--- config.mk ---
export PLATFORM = sky130hd
export DESIGN_NAME = lfu_replacement_table
export DESIGN_NICKNAME = d
export VERILOG_FILES = /design/src/rtl/lfu_rt_pkg.sv /design/src/rtl/lfu_rt_ram.sv /design/src/rtl/lfu_rt_ctrl.sv /design/src/rtl/lfu_rt_dp.sv /design/src/rtl/lfu_replacement_table.sv
export VERILOG_INCLUDE_DIRS = /design/src /design/src/rtl
export SDC_FILE = /design/constraint.sdc
export NUM_CORES = 2
export LEC_CHECK = 0
export CAP_MARGIN = 40
export CORE_MARGIN = 5
export CORE_UTILIZATION = 55
export DETAILED_ROUTE_END_ITERATION = 12
export DONT_BUFFER_PORTS = 1
export HOLD_SLACK_MARGIN = 0.08
export PLACE_DENSITY_LB_ADDON = 0.25
export REMOVE_ABC_BUFFERS = 1
export SYNTH_ARGS = -nofsm -noshare
export SYNTH_HDL_FRONTEND = slang
export SYNTH_SLANG_ARGS = --single-unit
export TNS_END_PERCENT = 50
--- constraint.sdc ---
create_clock -name clk -period 28.7 [get_ports clk]
set_input_delay 5.74 -clock clk [delete_from_list [all_inputs] [get_ports clk]]
set_output_delay 5.74 -clock clk [all_outputs]
set_load 0.01 [all_outputs]
--- src/rtl/lfu_replacement_table_defines.svh ---
// ----------------------------------------------------------------------------
// lfu replacement table assertion macros
// same-cycle and next-cycle implication property wrappers
// ----------------------------------------------------------------------------
`ifndef LFU_REPLACEMENT_TABLE_DEFINES_SVH
`define LFU_REPLACEMENT_TABLE_DEFINES_SVH

`ifndef NO_ASSERTIONS

// same-cycle implication
`define LFU_ASSERT_SAME(label, clk, rst_n, ante, cons) \
	label: assert property (@(posedge clk) disable iff (!rst_n) (ante) |-> (cons)) \
		else $error("lfu table: same-cycle check failed");

// next-cycle implication
`define LFU_ASSERT_NEXT(label, clk, rst_n, ante, cons) \
	label: assert property (@(posedge clk) disable iff (!rst_n) (ante) |=> (cons)) \
		else $error("lfu table: next-cycle check failed");

`else

`define LFU_ASSERT_SAME(label, clk, rst_n, ante, cons)
`define LFU_ASSERT_NEXT(label, clk, rst_n, ante, cons)

`endif

`endif

--- src/rtl/lfu_rt_pkg.sv ---
// ----------------------------------------------------------------------------
// lfu replacement table package
// widths, codes and controller/datapath interface types
// ----------------------------------------------------------------------------
package lfu_rt_pkg;

	localparam int LFU_CAPACITY   = 16;
	localparam int LFU_COUNT_BITS = 16;

	localparam int KEY_W     = 32;
	localparam int STAMP_W   = 48;
	localparam int OUT_CNT_W = 16;
	localparam int STATUS_W  = 3;

	typedef enum logic {
		OP_ACCESS = 1'b0,
		OP_EVICT  = 1'b1
	} op_t;

	typedef enum logic [STATUS_W-1:0] {
		ST_HIT    = 3'd0,
		ST_INSERT = 3'd1,
		ST_EVICT  = 3'd2,
		ST_EMPTY  = 3'd3,
		ST_FULL   = 3'd4
	} status_t;

	// controller to datapath
	typedef struct packed {
		logic start;    // latch request, clear trackers, read entry 0
		logic rd_next;  // read the next entry
		logic commit;   // write back and load the response register
	} ctl_cmd_t;

	// datapath to controller
	typedef struct packed {
		logic scan_last;  // last entry read has been issued
		logic out_free;   // response register can take a new response
	} dp_sts_t;

endpackage

--- src/rtl/lfu_rt_ram.sv ---
// ----------------------------------------------------------------------------
// lfu generic ram
// single write port, single read port with registered read data
// ----------------------------------------------------------------------------
module lfu_rt_ram #(
	parameter int WIDTH = 8,
	parameter int DEPTH = 16
) (
	input  logic                     clk,
	input  logic                     we,
	input  logic [$clog2(DEPTH)-1:0] waddr,
	input  logic [WIDTH-1:0]         wdata,
	input  logic                     re,
	input  logic [$clog2(DEPTH)-1:0] raddr,
	output logic [WIDTH-1:0]         rdata
);

	logic [WIDTH-1:0] mem_q [DEPTH];

	always_ff @(posedge clk) begin
		if (we) begin
			mem_q[waddr] <= wdata;
		end
		if (re) begin
			rdata <= mem_q[raddr];
		end
	end

endmodule

--- src/rtl/lfu_rt_ctrl.sv ---
// ----------------------------------------------------------------------------
// lfu table controller
// sequences request accept, entry scan and write-back
// ----------------------------------------------------------------------------
module lfu_rt_ctrl
	import lfu_rt_pkg::*;
(
	input  logic     clk,
	input  logic     arst_n,
	input  logic     req_valid,
	output logic     req_stall,
	input  dp_sts_t  sts,
	output ctl_cmd_t cmd
);

	typedef enum logic [2:0] {
		S_IDLE = 3'b001,
		S_SCAN = 3'b010,
		S_FIN  = 3'b100
	} state_t;

	state_t state_q;
	state_t state_d;

	always_comb begin
		cmd       = '0;
		state_d   = state_q;
		req_stall = 1'b1;
		case (state_q)
			S_IDLE: begin
				req_stall = 1'b0;
				if (req_valid) begin
					cmd.start = 1'b1;
					state_d   = S_SCAN;
				end
			end
			S_SCAN: begin
				if (sts.scan_last) begin
					state_d = S_FIN;
				end else begin
					cmd.rd_next = 1'b1;
				end
			end
			S_FIN: begin
				if (sts.out_free) begin
					cmd.commit = 1'b1;
					state_d    = S_IDLE;
				end
			end
			default: begin
				state_d = S_IDLE;
			end
		endcase
	end

	always_ff @(posedge clk or negedge arst_n) begin
		if (!arst_n) begin
			state_q <= S_IDLE;
		end else begin
			state_q <= state_d;
		end
	end

endmodule

--- src/rtl/lfu_rt_dp.sv ---
// ----------------------------------------------------------------------------
// lfu table datapath
// entry ram, valid bits, scan trackers, stamp counter, response register
// ----------------------------------------------------------------------------
module lfu_rt_dp
	import lfu_rt_pkg::*;
#(
	parameter int CAPACITY   = LFU_CAPACITY,
	parameter int COUNT_BITS = LFU_COUNT_BITS
) (
	input  logic                 clk,
	input  logic                 arst_n,
	input  ctl_cmd_t             cmd,
	output dp_sts_t              sts,
	input  logic                 opcode,
	input  logic [KEY_W-1:0]     key,
	output logic                 rsp_valid,
	input  logic                 rsp_stall,
	output logic [STATUS_W-1:0]  status,
	output logic [KEY_W-1:0]     key_out,
	output logic [OUT_CNT_W-1:0] count_out
);

	localparam int IDX_W = $clog2(CAPACITY);
	localparam int REC_W = KEY_W + COUNT_BITS + STAMP_W;
	localparam logic [COUNT_BITS-1:0] CNT_MAX = {COUNT_BITS{1'b1}};
	localparam logic [IDX_W-1:0] IDX_LAST = IDX_W'(CAPACITY - 1);

	// request
	op_t              op_q;
	logic [KEY_W-1:0] key_q;

	// scan address and read pipeline
	logic [IDX_W-1:0] addr_q;
	logic [IDX_W-1:0] rd_addr;
	logic             rd_en;
	logic             rd_en_s1;
	logic [IDX_W-1:0] idx_s1;

	logic [REC_W-1:0]      rec_rd;
	logic [KEY_W-1:0]      rd_key;
	logic [COUNT_BITS-1:0] rd_cnt;
	logic [STAMP_W-1:0]    rd_stamp;
	logic                  cur_valid;

	logic [CAPACITY-1:0] valid_q;
	logic [STAMP_W-1:0]  stamp_q;

	// trackers
	logic                  hit_q;
	logic [IDX_W-1:0]      hit_idx_q;
	logic [COUNT_BITS-1:0] hit_cnt_q;
	logic                  free_q;
	logic [IDX_W-1:0]      free_idx_q;
	logic                  best_q;
	logic [IDX_W-1:0]      best_idx_q;
	logic [COUNT_BITS-1:0] best_cnt_q;
	logic [STAMP_W-1:0]    best_stamp_q;
	logic [KEY_W-1:0]      best_key_q;

	logic take_hit;
	logic take_free;
	logic take_best;

	// write-back
	logic                  sat;
	logic                  we;
	logic [IDX_W-1:0]      waddr;
	logic [COUNT_BITS-1:0] wcnt;
	logic [REC_W-1:0]      wdata;
	logic                  set_valid;
	logic                  clr_valid;

	// response
	logic                  rsp_valid_q;
	status_t               status_q;
	logic [KEY_W-1:0]      key_out_q;
	logic [OUT_CNT_W-1:0]  count_out_q;
	status_t               res_status;
	logic [KEY_W-1:0]      res_key;
	logic [COUNT_BITS-1:0] res_cnt;
	logic [31:0]           res_cnt_ext;

	assign rd_en   = cmd.start | cmd.rd_next;
	assign rd_addr = cmd.start ? '0 : addr_q + IDX_W'(1);

	lfu_rt_ram #(
		.WIDTH (REC_W),
		.DEPTH (CAPACITY)
	) u_ram (
		.clk   (clk),
		.we    (we),
		.waddr (waddr),
		.wdata (wdata),
		.re    (rd_en),
		.raddr (rd_addr),
		.rdata (rec_rd)
	);

	assign rd_key    = rec_rd[REC_W-1 -: KEY_W];
	assign rd_cnt    = rec_rd[STAMP_W +: COUNT_BITS];
	assign rd_stamp  = rec_rd[STAMP_W-1:0];
	assign cur_valid = valid_q[idx_s1];

	assign take_hit  = rd_en_s1 & cur_valid & ~hit_q & (rd_key == key_q);
	assign take_free = rd_en_s1 & ~cur_valid & ~free_q;
	assign take_best = rd_en_s1 & cur_valid &
		(~best_q | (rd_cnt < best_cnt_q) |
		 ((rd_cnt == best_cnt_q) & (rd_stamp > best_stamp_q)));

	always_ff @(posedge clk or negedge arst_n) begin
		if (!arst_n) begin
			rd_en_s1 <= 1'b0;
			hit_q    <= 1'b0;
			free_q   <= 1'b0;
			best_q   <= 1'b0;
		end else begin
			rd_en_s1 <= rd_en;
			if (cmd.start) begin
				hit_q  <= 1'b0;
				free_q <= 1'b0;
				best_q <= 1'b0;
			end else begin
				if (take_hit) begin
					hit_q <= 1'b1;
				end
				if (take_free) begin
					free_q <= 1'b1;
				end
				if (take_best) begin
					best_q <= 1'b1;
				end
			end
		end
	end

	always_ff @(posedge clk) begin
		if (cmd.start) begin
			op_q  <= op_t'(opcode);
			key_q <= key;
		end
		if (rd_en) begin
			addr_q <= rd_addr;
			idx_s1 <= rd_addr;
		end
		if (take_hit) begin
			hit_idx_q <= idx_s1;
			hit_cnt_q <= rd_cnt;
		end
		if (take_free) begin
			free_idx_q <= idx_s1;
		end
		if (take_best) begin
			best_idx_q   <= idx_s1;
			best_cnt_q   <= rd_cnt;
			best_stamp_q <= rd_stamp;
			best_key_q   <= rd_key;
		end
	end

	assign sts.scan_last = (addr_q == IDX_LAST);
	assign sts.out_free  = ~rsp_valid_q | ~rsp_stall;

	// write-back of an unsaturated hit or an insert, valid clear of an evict
	assign sat       = (hit_cnt_q == CNT_MAX);
	assign we        = cmd.commit & (op_q == OP_ACCESS) & ((hit_q & ~sat) | (~hit_q & free_q));
	assign waddr     = hit_q ? hit_idx_q : free_idx_q;
	assign wcnt      = hit_q ? hit_cnt_q + COUNT_BITS'(1) : COUNT_BITS'(1);
	assign wdata     = {key_q, wcnt, stamp_q};
	assign set_valid = cmd.commit & (op_q == OP_ACCESS) & ~hit_q & free_q;
	assign clr_valid = cmd.commit & (op_q == OP_EVICT) & best_q;

	always_ff @(posedge clk or negedge arst_n) begin
		if (!arst_n) begin
			valid_q <= '0;
			stamp_q <= '0;
		end else begin
			if (we) begin
				stamp_q <= stamp_q + STAMP_W'(1);
			end
			if (set_valid) begin
				valid_q[free_idx_q] <= 1'b1;
			end
			if (clr_valid) begin
				valid_q[best_idx_q] <= 1'b0;
			end
		end
	end

	always_comb begin
		res_status = ST_EMPTY;
		res_key    = '0;
		res_cnt    = '0;
		if (op_q == OP_ACCESS) begin
			res_key = key_q;
			if (hit_q) begin
				res_status = ST_HIT;
				res_cnt    = sat ? hit_cnt_q : wcnt;
			end else if (free_q) begin
				res_status = ST_INSERT;
				res_cnt    = COUNT_BITS'(1);
			end else begin
				res_status = ST_FULL;
			end
		end else if (best_q) begin
			res_status = ST_EVICT;
			res_key    = best_key_q;
			res_cnt    = best_cnt_q;
		end
	end

	assign res_cnt_ext = 32'(res_cnt);

	always_ff @(posedge clk or negedge arst_n) begin
		if (!arst_n) begin
			rsp_valid_q <= 1'b0;
		end else if (cmd.commit) begin
			rsp_valid_q <= 1'b1;
		end else if (~rsp_stall) begin
			rsp_valid_q <= 1'b0;
		end
	end

	always_ff @(posedge clk) begin
		if (cmd.commit) begin
			status_q    <= res_status;
			key_out_q   <= res_key;
			count_out_q <= res_cnt_ext[OUT_CNT_W-1:0];
		end
	end

	assign rsp_valid = rsp_valid_q;
	assign status    = status_q;
	assign key_out   = key_out_q;
	assign count_out = count_out_q;

endmodule

--- src/rtl/lfu_replacement_table.sv ---
// ----------------------------------------------------------------------------
// lfu replacement table
// keyed use-count table with least-frequently-used eviction
// ----------------------------------------------------------------------------
//
//  channel   direction  handshake             payload
//  req       in         req_valid/req_stall   opcode, key
//  rsp       out        rsp_valid/rsp_stall   status, key_out, count_out
//
//  every request reads each entry once from the entry ram for the key match
//  and minimum-count search, waits for the last read data, then writes back
//  once the response register is free
//  reset clears the valid bits and the stamp counter at once; entry ram
//  contents need no clearing since entry data is only used while valid
//  a request is taken while a previous response still waits; write-back of
//  the new request holds until the response register is free
//
`include "lfu_replacement_table_defines.svh"

module lfu_replacement_table
	import lfu_rt_pkg::*;
#(
	parameter int CAPACITY   = LFU_CAPACITY,
	parameter int COUNT_BITS = LFU_COUNT_BITS
) (
	input  logic                 clk,
	input  logic                 arst_n,
	// request channel
	input  logic                 req_valid,
	output logic                 req_stall,
	input  logic                 opcode,
	input  logic [KEY_W-1:0]     key,
	// response channel
	output logic                 rsp_valid,
	input  logic                 rsp_stall,
	output logic [STATUS_W-1:0]  status,
	output logic [KEY_W-1:0]     key_out,
	output logic [OUT_CNT_W-1:0] count_out
);

	ctl_cmd_t cmd;
	dp_sts_t  sts;

	// sequencer: idle, scan over all entries, write-back
	lfu_rt_ctrl u_ctrl (
		.clk       (clk),
		.arst_n    (arst_n),
		.req_valid (req_valid),
		.req_stall (req_stall),
		.sts       (sts),
		.cmd       (cmd)
	);

	// entry storage, search trackers and response register
	lfu_rt_dp #(
		.CAPACITY   (CAPACITY),
		.COUNT_BITS (COUNT_BITS)
	) u_dp (
		.clk       (clk),
		.arst_n    (arst_n),
		.cmd       (cmd),
		.sts       (sts),
		.opcode    (opcode),
		.key       (key),
		.rsp_valid (rsp_valid),
		.rsp_stall (rsp_stall),
		.status    (status),
		.key_out   (key_out),
		.count_out (count_out)
	);

	// a taken request blocks further requests until its write-back
	`LFU_ASSERT_NEXT(a_start_blocks, clk, arst_n, cmd.start, req_stall)
	// write-back never overwrites a response that is still held
	`LFU_ASSERT_SAME(a_commit_free, clk, arst_n, cmd.commit, !rsp_valid || !rsp_stall)
	// a response only appears after a write-back
	`LFU_ASSERT_SAME(a_rsp_from_commit, clk, arst_n, $rose(rsp_valid), $past(cmd.commit))

endmodule

==> run metrics <==
post-layout minimum cycle time=~8700 ps; Worst path top cell family by delay=buffers and inverters; post-detailed-routing wire length=~190 mm; maximum fanout along the worst path=36; TritonCTS buffer count=190; DRC violation total after the first TritonRoute iteration=around 4200; top_reg_cell synth=sky130_fd_sc_hd__edfxtp_1; router iterations before antenna repair=5; setup repair after global routing missed its margin=no; number of remaining DRC errors=0; number of synthesized register bits=roughly 1900; total of endpoints with negative setup slack in the final report=0; largest area contributor in the netlist=sky130_fd_sc_hd__edfxtp_1; endpoint with the worst hold slack=u_dp.best_stamp_q[22]; Startpoint Class=input pin; Cell Count, Final, Fillers Out=roughly 6800; Boundary Pins=90; # Post-CTS Setup Buffers=0; hold bufs inserted after CTS=0; maximum number of pins on one net before global-route repair=between 100 and 150; maximum cell stage delay along the critical path=740 ps; Period Utilization, post-route=0.302; cells on worst reg2reg path=10; first-pass GRT wire length=about 280 mm; data arrival at the endpoint of the critical path=between 9000 and 10000 ps; Post-synth ARST share=0.0376; per-instance average area after synthesis=roughly 17 µm²; leakage power of the design=roughly 31 nW; endpoint of the lowest-slack register-to-register path=u_dp.u_ram.mem_q[3][87]; core utilization of the finished layout=0.616; number of flops mapped to enable cells by yosys=approximately 1800; starting density of the core=0.551; total power draw=about 8.3 mW; worst vdd rail ir drop=168 µV; Port-buffer cells=0; run status=finished, final reports clean; clock latency on the worst-skew pair=between 800 and 900 ps; Via density=6.33; worst hold-check slack=444 ps; instance count of the mapped netlist=around 4700; TritonCTS sink count=between 1500 and 2000; most repeated cell in the gate-level netlist after synthesis=sky130_fd_sc_hd__edfxtp_1; share of Yosys cell area claimed by the top area cell type=0.713; maximum number of buffers from clock root to sink=3; cells taking the most area after synthesis=sky130_fd_sc_hd__edfxtp_1 (71%), sky130_fd_sc_hd__mux2_2 (5.6%), sky130_fd_sc_hd__mux4_2 (2.9%), sky130_fd_sc_hd__dfrtp_1 (2.3%), sky130_fd_sc_hd__nor2b_1 (1.6%); share of the yosys chip area belonging to registers=0.736; share of post-route cells with drive strength above 1=0.187; synth warn=0; HPWL after detailed placement=around 100 mm; type of the worst setup path=in2reg; number of antenna violations at the first check in global routing=2; cell chosen for the clock root=sky130_fd_sc_hd__clkbuf_16; number of distinct standard cells referenced by the synthesized netlist=56; Antenna Cells=0; final count of hold timing violations=0; Top cell by count, worst path=sky130_fd_sc_hd__buf_4; data required time of the critical path=between 20000 and 30000 ps; kind of capture point of the worst setup path=register; via count of the first global-routing pass=43059; vias after detailed routing=between 40000 and 50000; classification of the worst-slack hold path=reg2reg; global route overflow=0; Final Slew Violations=0; clock tree skew after final layout=~37 ps; number of cells on the worst hold path=0; f_max=about 0.12 GHz; Chip Width=386 µm; RD Place Congestion=a little over 0.8; clock-pin slew on the worst setup and hold paths=60 ps; total of max-cap violations=0; critical-path cell with the highest stage delay=sky130_fd_sc_hd__buf_4; number of H-tree levels=4; Synth Cell Area=approximately 80000 µm²; chip height=386 µm; worst-case register-to-register setup slack=23500 ps; CP Buf/Inv Count=3; area enclosed by the die boundary=149000 µm²; quantity of gates resized following cts=0; headroom to the max-slew limit=0.299; worst r2r src=u_dp.hit_cnt_q[0]; std cell rows=138; measured slew at the worst slew-check pin=1050 ps; leading cell types by count after synthesis=sky130_fd_sc_hd__edfxtp_1 (1844), sky130_fd_sc_hd__mux2_2 (386), sky130_fd_sc_hd__nor2_1 (255); Synth-to-Final Area Change=11.7%; power density relative to cell area=between 90 and 100 nW/µm²; CORE AREA=~140000 µm²; number of nets still failing antenna checks after routing=0; hold path startpoint=u_dp.u_ram.rdata[22]; Critical Path, Cell by Cell=a221oi_4 -> and2_1 -> nand2_1 -> nor2_4 -> buf_4 -> buf_4 -> buf_16; total placed cells including tap cells=6408; routed wirelength normalized by instance count=approximately 28 µm; GRT Util Overall=0.254; nets@finish=between 4000 and 5000; TritonCTS clock tree=done
## cells in the final DEF, fill, tap and decap left out, types with 100 or more instances in the layout
master	instances
sky130_fd_sc_hd__edfxtp_1	1844
sky130_fd_sc_hd__mux2_2	386
sky130_fd_sc_hd__nor2_1	239
sky130_fd_sc_hd__nor2b_1	198
sky130_fd_sc_hd__clkbuf_16	192
sky130_fd_sc_hd__nand2_1	175
sky130_fd_sc_hd__nand3_1	137
sky130_fd_sc_hd__inv_1	108
sky130_fd_sc_hd__a211oi_1	106
sky130_fd_sc_hd__mux4_2	100
sky130_fd_sc_hd__mux2i_1	100
## layer usage
metal | GRT usage | part of all wire | wire, µm
met1 | 0.353 | 0.41 | 77400
met2 | 0.413 | 0.48 | 91100
met3 | 0.0574 | 0.085 | 16100
met4 | 0.0672 | 0.024 | 4530
met5 | 0 | 0 | 0
## state kept, by name (all words and copies together) (netlist names), 16 cells and up
signal,cells
u_dp.best_cnt_q,16
u_dp.best_key_q,32
u_dp.best_stamp_q,48
u_dp.count_out,16
u_dp.hit_cnt_q,16
u_dp.key_out,32
u_dp.key_q,32
u_dp.stamp_q,48
u_dp.u_ram.mem_q,1536
u_dp.u_ram.rdata,96
u_dp.valid_q,16
## report_power, final
part           internal (mW)  switching, mW
combinational          0.786           1.60
sequential              3.29          0.131
clock                   1.42           1.04
total                   5.50           2.77
## how the worst max path moves through the flow
stage,slack [ps],cells past startpoint,start,to
3_3_place_gp,18860,8,req_valid,u_dp.u_ram.rdata[27]
6_report,20040,7,rsp_stall,u_dp.u_ram.mem_q[3][87]
5_1_grt,20010,7,rsp_stall,u_dp.u_ram.mem_q[3][87]
2_1_floorplan,-4480,4,u_dp.idx_s1[0],u_dp.u_ram.rdata[0]
4_1_cts,20100,7,rsp_stall,u_dp.u_ram.mem_q[3][87]
3_5_place_dp,19240,7,rsp_stall,u_dp.u_ram.mem_q[3][81]
## kinds of logic (layout without fill, tap and decap cells)
family,count (synthesis),in the layout,synth area share
xor+xnor,96,96,0.0108
buf+inv,399,576,0.0206
flops,1916,1916,0.736
mux,586,586,0.0978
compound gates,737,737,0.0682
fa+ha+maj,67,67,0.0108
simple gates,889,889,0.0560
## area by class of cell
type | instances | area, µm²
well taps | 1890 | 2360
clock inverters | 100 | 1060
flip-flops and latches | 1916 | 57200
repair buffers | 117 | 1530
fillers | 10073 | 54100
multi-input cells | 2375 | 19100
inverters | 111 | 434
clock buffers | 248 | 5100
## per-stage QoR
| step | setup WS (ps) | area, µm² | setup TNS, ps |
|---|---|---|---|
| 2_1_floorplan | -4480 | 76500 | -433800 |
| 3_3_place_gp | 18860 | 79800 | 0 |
| 3_5_place_dp | 19240 | 80600 | 0 |
| 4_1_cts | 20100 | 86800 | 0 |
| 5_1_grt | 20010 | 86800 | 0 |
| 6_report | 20040 | 86800 | 0 |
Note: power is estimated with default switching activity, not from simulation.
